[src/u8c_pkg.sv]
`timescale 1ns / 1ps
// ----------------------------------------------------------------------------
// u8c_pkg
// shared types and constants for the utf-8 to surrogate utf-8 rewriter
// ----------------------------------------------------------------------------
package u8c_pkg;

    // longest source string; sets the output byte count cap
    localparam int unsigned MAX_IN_BYTES = 65535;
    localparam int unsigned CNT_W        = 17;
    localparam logic [CNT_W-1:0] OUT_CAP =
        CNT_W'(MAX_IN_BYTES + MAX_IN_BYTES / 2);

    // most result bytes one input byte can cause
    localparam int unsigned BURST_MAX = 6;
    localparam int unsigned BURST_W   = 3;

    // lead byte of a four-byte sequence
    localparam logic [7:0] LEAD_MASK = 8'hf8;
    localparam logic [7:0] LEAD_CODE = 8'hf0;

    // result bytes of one input byte, lowest index goes out first
    typedef struct packed {
        logic [BURST_MAX-1:0][7:0] bytes;
        logic [BURST_W-1:0]        n;
    } t_burst;

    // update of the lead-group holding register
    typedef struct packed {
        logic       wr;
        logic [1:0] cnt;
    } t_hold;

endpackage

[src/u8c_xlate.sv]
`timescale 1ns / 1ps
// ----------------------------------------------------------------------------
// u8c_xlate
// per-byte rewrite: holds four-byte groups and turns them into two
// three-byte surrogate sequences, everything else passes through
// ----------------------------------------------------------------------------
module u8c_xlate
    import u8c_pkg::*;
(
    input  logic [1:0]      i_held_cnt,
    input  logic [2:0][7:0] i_held,
    input  logic [7:0]      i_byte,
    input  logic            i_end,
    output t_burst          o_burst,
    output t_hold           o_hold
);

    logic [20:0] w_cp;
    logic [31:0] w_v;
    logic [31:0] w_hi;
    logic [15:0] w_lo;

    // code point and surrogate halves, 32-bit wrap as in software
    assign w_cp = {i_held[0][2:0], i_held[1][5:0], i_held[2][5:0], i_byte[5:0]};
    assign w_v  = {11'd0, w_cp} - 32'h0001_0000;
    assign w_hi = 32'h0000_d800 + {10'd0, w_v[31:10]};
    assign w_lo = 16'hdc00 + {6'd0, w_v[9:0]};

    always_comb begin
        o_burst.bytes = '0;
        o_burst.n     = '0;
        o_hold.wr     = 1'b0;
        o_hold.cnt    = 2'd0;
        case (i_held_cnt)
            2'd0: begin
                if (((i_byte & LEAD_MASK) == LEAD_CODE) && !i_end) begin
                    o_hold.wr  = 1'b1;
                    o_hold.cnt = 2'd1;
                end else begin
                    o_burst.bytes[0] = i_byte;
                    o_burst.n        = BURST_W'(1);
                end
            end
            2'd1: begin
                if (i_end) begin
                    // group cut short: flush raw
                    o_burst.bytes[0] = i_held[0];
                    o_burst.bytes[1] = i_byte;
                    o_burst.n        = BURST_W'(2);
                end else begin
                    o_hold.wr  = 1'b1;
                    o_hold.cnt = 2'd2;
                end
            end
            2'd2: begin
                if (i_end) begin
                    o_burst.bytes[0] = i_held[0];
                    o_burst.bytes[1] = i_held[1];
                    o_burst.bytes[2] = i_byte;
                    o_burst.n        = BURST_W'(3);
                end else begin
                    o_hold.wr  = 1'b1;
                    o_hold.cnt = 2'd3;
                end
            end
            default: begin
                // fourth byte of a group
                o_burst.bytes[0] = 8'he0 | w_hi[19:12];
                o_burst.bytes[1] = 8'h80 | {2'b00, w_hi[11:6]};
                o_burst.bytes[2] = 8'h80 | {2'b00, w_hi[5:0]};
                o_burst.bytes[3] = 8'he0 | {4'h0, w_lo[15:12]};
                o_burst.bytes[4] = 8'h80 | {2'b00, w_lo[11:6]};
                o_burst.bytes[5] = 8'h80 | {2'b00, w_lo[5:0]};
                o_burst.n        = BURST_W'(BURST_MAX);
            end
        endcase
    end

endmodule

[src/utf8_to_surrogate_utf8.sv]
`timescale 1ns / 1ps
// ----------------------------------------------------------------------------
// utf8_to_surrogate_utf8
// streaming rewrite of utf-8 into cesu-8: four-byte sequences become two
// three-byte surrogate sequences, all other bytes pass through
// ----------------------------------------------------------------------------
//  channel   direction  tdata                                tuser     tlast
//  s_axis    in         [7:0] source byte                    -         string end
//  m_axis    out        [7:0] result byte, [24:8] out count  run last  string last
//
//  an input byte is taken in the cycle it arrives whenever the result buffer
//  is empty or its last byte leaves in that cycle; pass-through bytes run at
//  one per cycle while the output does not stall. a byte causing more than
//  one result holds the input until its last result leaves, and held group
//  bytes give none; the one-byte output port sets the sustained rate. results
//  are registered and appear in the cycle after their byte is taken.
//  i_rst_n (synchronous, active low) clears the group holder, the result
//  buffer and the byte count. output stalls simply hold the buffer.
// ----------------------------------------------------------------------------
module utf8_to_surrogate_utf8
    import u8c_pkg::*;
(
    input  logic        i_clk,
    input  logic        i_rst_n,
    input  logic        s_axis_tvalid,
    output logic        s_axis_tready,
    input  logic [7:0]  s_axis_tdata,   // [7:0] in_byte
    input  logic        s_axis_tlast,   // string_end
    output logic        m_axis_tvalid,
    input  logic        m_axis_tready,
    output logic [31:0] m_axis_tdata,   // [7:0] out_byte, [24:8] out_count
    output logic        m_axis_tuser,   // run_last
    output logic        m_axis_tlast    // string_last
);

    // group holder: lead byte and followers, payload needs no reset
    logic [2:0][7:0]           r_held;
    logic [1:0]                r_held_cnt;
    logic [1:0]                n_held_cnt;

    // result buffer, shifts down one byte per output transaction
    logic [BURST_MAX-1:0][7:0] r_bytes;
    logic [BURST_MAX-1:0][7:0] n_bytes;
    logic [BURST_W-1:0]        r_left;
    logic [BURST_W-1:0]        n_left;
    logic                      r_end;

    // output bytes of the current string so far
    logic [CNT_W-1:0]          r_emit;
    logic [CNT_W-1:0]          n_emit;
    logic [CNT_W-1:0]          w_count;

    logic                      w_s_acc;
    logic                      w_m_acc;
    logic                      w_run_last;
    t_burst                    w_burst;
    t_hold                     w_hold;

    u8c_xlate u_xlate (
        .i_held_cnt (r_held_cnt),
        .i_held     (r_held),
        .i_byte     (s_axis_tdata),
        .i_end      (s_axis_tlast),
        .o_burst    (w_burst),
        .o_hold     (w_hold)
    );

    // take a new byte when the buffer is empty or drains in this cycle
    assign s_axis_tready = (r_left == '0) ||
                           ((r_left == BURST_W'(1)) && m_axis_tready);
    assign w_s_acc       = s_axis_tvalid && s_axis_tready;
    assign w_m_acc       = m_axis_tvalid && m_axis_tready;

    assign w_run_last    = (r_left == BURST_W'(1));
    assign w_count       = (r_emit == OUT_CAP) ? OUT_CAP : r_emit + CNT_W'(1);

    assign m_axis_tvalid = (r_left != '0);
    assign m_axis_tdata  = {7'd0, w_count, r_bytes[0]};
    assign m_axis_tuser  = w_run_last;
    assign m_axis_tlast  = w_run_last && r_end;

    always_comb begin
        n_held_cnt = r_held_cnt;
        n_bytes    = r_bytes;
        n_left     = r_left;
        n_emit     = r_emit;
        if (w_s_acc) begin
            n_held_cnt = w_hold.cnt;
            n_bytes    = w_burst.bytes;
            n_left     = w_burst.n;
        end else if (w_m_acc) begin
            n_bytes    = {8'h00, r_bytes[BURST_MAX-1:1]};
            n_left     = r_left - BURST_W'(1);
        end
        if (w_m_acc) begin
            // count restarts after the final byte of a string
            n_emit = m_axis_tlast ? '0 : w_count;
        end
    end

    always_ff @(posedge i_clk) begin
        if (!i_rst_n) begin
            r_held_cnt <= '0;
            r_left     <= '0;
            r_emit     <= '0;
        end else begin
            r_held_cnt <= n_held_cnt;
            r_left     <= n_left;
            r_emit     <= n_emit;
        end
    end

    always_ff @(posedge i_clk) begin
        r_bytes <= n_bytes;
        if (w_s_acc) begin
            r_end <= s_axis_tlast;
            if (w_hold.wr) begin
                r_held[r_held_cnt] <= s_axis_tdata;
            end
        end
    end

    // string end never leaves bytes held
    a_end_clears_hold: assert property (@(posedge i_clk) disable iff (!i_rst_n)
        (w_s_acc && s_axis_tlast) |=> (r_held_cnt == 2'd0))
        else $error("group bytes held across string end");

    // string end only on the last byte of a run
    a_last_in_run: assert property (@(posedge i_clk) disable iff (!i_rst_n)
        (m_axis_tvalid && m_axis_tlast) |-> m_axis_tuser)
        else $error("string last without run last");

    // a held byte produces no results
    a_hold_no_out: assert property (@(posedge i_clk) disable iff (!i_rst_n)
        (w_s_acc && w_hold.wr) |=> !m_axis_tvalid)
        else $error("results after a held byte");

    // count never passes the cap and is never zero on a result
    a_count_range: assert property (@(posedge i_clk) disable iff (!i_rst_n)
        m_axis_tvalid |-> ((w_count != '0) && (w_count <= OUT_CAP)))
        else $error("output count out of range");

endmodule

[config.mk]
export PLATFORM = sky130hd
export DESIGN_NAME = utf8_to_surrogate_utf8
export DESIGN_NICKNAME = d
export VERILOG_FILES = /design/src/u8c_pkg.sv /design/src/u8c_xlate.sv /design/src/utf8_to_surrogate_utf8.sv
export SDC_FILE = /design/constraint.sdc
export NUM_CORES = 1
export LEC_CHECK = 0
export CAP_MARGIN = 20
export CORE_MARGIN = 1.5
export CORE_UTILIZATION = 40
export DETAILED_ROUTE_END_ITERATION = 12
export DONT_BUFFER_PORTS = 1
export PLACE_DENSITY_LB_ADDON = 0.25
export RECOVER_POWER = 25
export SETUP_SLACK_MARGIN = 0.3
export SYNTH_ARGS = -nofsm -noshare
export SYNTH_HDL_FRONTEND = slang
export SYNTH_HIERARCHICAL = 1
export SYNTH_SLANG_ARGS = --single-unit
[constraint.sdc]
create_clock -name i_clk -period 2.7 [get_ports i_clk]
set_input_delay 0.27 -clock i_clk [delete_from_list [all_inputs] [get_ports i_clk]]
set_output_delay 0.27 -clock i_clk [all_outputs]
set_load 0.02 [all_outputs]
### After elaboration in Yosys (flattened, before gate mapping)

Cells that the tools add are included.

* register bits: 95

* order comparisons: 2
* multiplexer cells: 20
* equality and inequality tests: 5
* add/subtract/negate cells: 5
* reductions and logical operators: 15

Operators by type and width (count)
* 48-bit two-way mux: 2
* 17-bit two-way mux: 2
* 11-bit case mux with 3 select lines: 1
* 27-bit two-way mux: 1
* 24-bit bitwise mux: 1
* 24-bit two-way mux: 1
* 8-bit case mux with 3 select lines: 1
* 21-bit by 17-bit subtractor with 22-bit output (second input constant): 1
* 19-bit two-way mux: 1
* 16-bit by 17-bit adder with 17-bit output (first input constant): 1
* 17-bit by 1-bit adder with 17-bit output (second input constant): 1
* 17-bit equality test (second input constant): 1
* 15-bit by 11-bit adder with 16-bit output (first input constant): 1
* 8-bit demux with 2-bit select: 1
* 8-bit case mux with 2 select lines: 1
* 3-bit two-way mux: 5
* 11-bit two-way mux: 1
* 3-bit case mux with 3 select lines: 1
* 8-bit two-way mux: 1
* 1-bit logical AND: 6
* 5-bit equality test (second input constant): 1
* 3-bit by 1-bit equality test with 1-bit output (second input constant): 1
* 3-bit logical NOT: 1
* 2-bit by 3-bit < comparator with 1-bit output (second input constant): 1
* 12 further kinds: 12

### Depth between registers and ports, before layout

* depth in word-level cells: 5
* gate-level depth with buffers: 9

### Modules after synthesis

Netlist, hierarchy kept.

Modules (own cells, without submodules)
* utf8_to_surrogate_utf8: cells each 361, area an instance 4440.5 um2, times used 1
* u8c_xlate: cells each 126, area an instance 824.5 um2, times used 1

### Worst setup path before layout

OpenSTA, ideal clock, no wires.

* kind: flip-flop to flip-flop
* start point: reg r_left[1]
* end point: reg r_held[10] (netlist name), enable pin
* clock period less this slack: 2393 ps
* data required time: 2315 ps
* data arrival time: 2008 ps
* setup time: 385 ps
* buffers on the path: 1
* cell stages (with the launch flop): 8
* path slack: 307 ps
* cells stage by stage: dfxtp_1 > inv_1 > ha_1 > a21oi_1 > nor3_1 > clkbuf_1 > nand2_1 > nor3b_1

* word-level cells in the longest chain between the ends: 5

RTL lines
* from (decl): line utf8_to_surrogate_utf8.sv:44 `logic [BURST_W-1:0] r_left;`
* from (signal assigned): line utf8_to_surrogate_utf8.sv:108 `r_left <= n_left;`
* 3-bit by 1-bit equality test with 1-bit output: line utf8_to_surrogate_utf8.sv:70 `((r_left == BURST_W'(1)) && m_axis_tready);`
* 1-bit logical AND: line utf8_to_surrogate_utf8.sv:70
* 1-bit logical OR (*): line utf8_to_surrogate_utf8.sv:69 `assign s_axis_tready = (r_left == '0) ||`
* 1-bit logical AND (*): line utf8_to_surrogate_utf8.sv:71 `assign w_s_acc = s_axis_tvalid && s_axis_tready;`
* 2-bit AND reduction (no line) (*)
* to (signal, indexed assignment): line utf8_to_surrogate_utf8.sv:118 `r_held[r_held_cnt] <= s_axis_tdata;`
* to (decl): line utf8_to_surrogate_utf8.sv:37 `logic [2:0][7:0] r_held;`

Mark *: on every way between the ends. The rest lies on a longest branch, timed or not.
A chain may end at the register's enable or synchronous reset.

==> results.sh <==
export IMPL_antenna_found_initial=0
export IMPL_rsz0062_at_grt="yes"
export IMPL_count_of_synthesis_stage_warnings_from_yosys=6
export IMPL_initial_util=0.411
export IMPL_gp_routability_congestion=0.832
export IMPL_antenna_violating_nets_post_route=0
export IMPL_clkTransAtPathRegs_ns=0.07
export IMPL_totalNegativeSetupSlack_ns=0
export IMPL_worst_setup_path_type="flop to flop"
export IMPL_sw_frac_of_total=0.325
export IMPL_leakagePower_uw=0.00207
export IMPL_clkSinkCount=93
export IMPL_clock_tree_from_tritoncts="built"
export IMPL_intPower_uw=3380
export IMPL_dieWidth_um=117
export IMPL_layout_drive_gt1_share=0.231
export IMPL_power_frac_comb=0.288
export IMPL_syn_avg_cell_area_um2=10.7
export IMPL_port_buffers=0
export IMPL_final_setup_skew_ns=0.0111
export IMPL_number_of_inserted_diodes=0
export IMPL_clock_tree_buffer_depth=2
export IMPL_critPathCaptureType="flop"
export IMPL_maxSlewHeadroom=0.537
export IMPL_vias_post_dr=3671
export IMPL_hp_class="input pin to flop"
export IMPL_worst_r2r_setup_slack_ns=0.25
export IMPL_avgRoutedWirePerCell_um=17.9
export IMPL_clockPowerShare=0.239
export IMPL_placedInstanceArea_um2=5240
export IMPL_clk_root_buffer_cell="sky130_fd_sc_hd__clkbuf_16"
export IMPL_grt_pass1_wl_um=17900
export IMPL_worst_slew_pin_transition_ns=0.687
export IMPL_die_area_um2=13700
export IMPL_max_cap_viol_count=0
export IMPL_layout_commonest_cell="sky130_fd_sc_hd__edfxtp_1"
export IMPL_period_minus_slack_ns=2.45
export IMPL_clk_latency_ns=0.35
export IMPL_first_global_vias=3261
export IMPL_wl_um=11700
export IMPL_syn_to_final_growth_pct=10.7
export IMPL_stdcell_area_um2=5760
export IMPL_design_core_area_um2=12700
export IMPL_most_common_layout_cells="71 x sky130_fd_sc_hd__edfxtp_1, 40 x sky130_fd_sc_hd__mux2_2, 36 x sky130_fd_sc_hd__nand2_1"
export IMPL_p_seq_frac=0.473
export IMPL_final_setup_vio_count=0
export IMPL_die_height_um=117
export IMPL_cts_htree_levels=3
export IMPL_period_share=0.906
export IMPL_required_ns=2.79
export IMPL_drc_violation_count_after_routing=0
export IMPL_grt_remaining_overflow=0
export IMPL_placementRows=41
export IMPL_grt_start_max_net_pins=51
export IMPL_cp_arrival_ns=2.53
export IMPL_netlist_area_um2=5200
export IMPL_io_pin_count=49
export IMPL_path_max_fanout=24
export IMPL_run_status="complete, no violations"
export IMPL_syn_instance_count=485
export IMPL_finalNetCount=494
export IMPL_switching_power_summed_over_all_nets_uw=1630
export IMPL_finalHoldViolCount=0
export IMPL_cts_inserted_buffers=9
export IMPL_clock_fmax_mhz=409
export IMPL_first_pass_drt_iterations=8
export IMPL_power_density_nw_per_um2=869
export IMPL_vdd_ir_drop_max_mv=0.450
export IMPL_hpwlAfterDp_um=7440
export IMPL_drt_first_iter_violations=379
export IMPL_critical_path_startpoint_type="flop"
export IMPL_grtUsageTotal=0.174
export IMPL_detail_route_vias_per_cell=5.63
export IMPL_fill_cells=1172
export IMPL_final_max_slew_viol_count=0
==> sequential cells by signal (all words and copies together), names as in the netlist <==
name and flops:
r_bytes 40, r_held_cnt 2, r_emit 17, r_held 22, m_axis_tdata 8, r_end 1
r_left 3
==> final cells by class <==
| type | instances | area, µm² | share of cell area |
|---|---|---|---|
| timing repair buffer | 33 | 259 | 0.0449 |
| sequential | 93 | 2580 | 0.448 |
| clock buffer | 10 | 229 | 0.0397 |
| tap | 172 | 215 | 0.0373 |
| inverter | 17 | 66.3 | 0.0115 |
| multi-input combinational | 321 | 2370 | 0.411 |
| clock inverter | 6 | 46.3 | 0.00803 |
==> routing by layer <==
metal	vias to the layer above	wire (µm)	GRT usage
li1	1742	-	-
met1	1800	5630	0.256
met4	0	199	0.0667
met3	14	599	0.0371
met2	115	5230	0.251
met5	-	0	0
==> critical path: stages, from the launching register on <==
cell and delay (ns):
sky130_fd_sc_hd__dfxtp_1 0.31, sky130_fd_sc_hd__inv_1 0.09, sky130_fd_sc_hd__ha_1 0.17, sky130_fd_sc_hd__a21oi_1 0.09, sky130_fd_sc_hd__nor3_1 0.50, sky130_fd_sc_hd__clkbuf_2 0.59, sky130_fd_sc_hd__mux2_2 0.44
==> worst paths after layout <==
kind / from / end / cells past startpoint
worst max-delay path: r_left[1] / m_axis_tdata[3] / 6
worst min register to register: r_left[0] / r_left[0] / 2
worst min-delay path: s_axis_tdata[1] / r_held[9] / 0
worst max register to register: r_left[1] / m_axis_tdata[3] / 6
==> power by group through the flow <==
stage          clock network (µW)  logic, µW  registers, µW
3_3_place_gp                    0       1400           2380
6_report                     1200       1440           2370
5_1_grt                      1280       1590           2420
2_1_floorplan                   0       1280           2260
4_1_cts                      1230       1440           2360
3_5_place_dp                    0       1430           2390
==> stage by stage <==
step                      setup slack [ns]  power (µW)  std cells  hold WS [ns]  utilization
after floorplan                      0.307        3540        494         0.369            -
after global placement               0.457        3780        623         0.369        0.414
after detailed placement             0.411        3820        623         0.369        0.414
after CTS                            0.257        5030        644       0.00245        0.443
after global routing                 0.124        5290        652      0.000154        0.455
final                                0.255        5010        652        0.0156        0.455
==> timing repair <==
item                       in CTS  in global routing
hold buffers                    0                  5
pin swaps                       2                  4
setup endpoints to repair      15                 20
setup buffers                   5                  3
resized for setup              10                 27
hold endpoints to repair        0                  8
(Power assumes the default switching activity.)
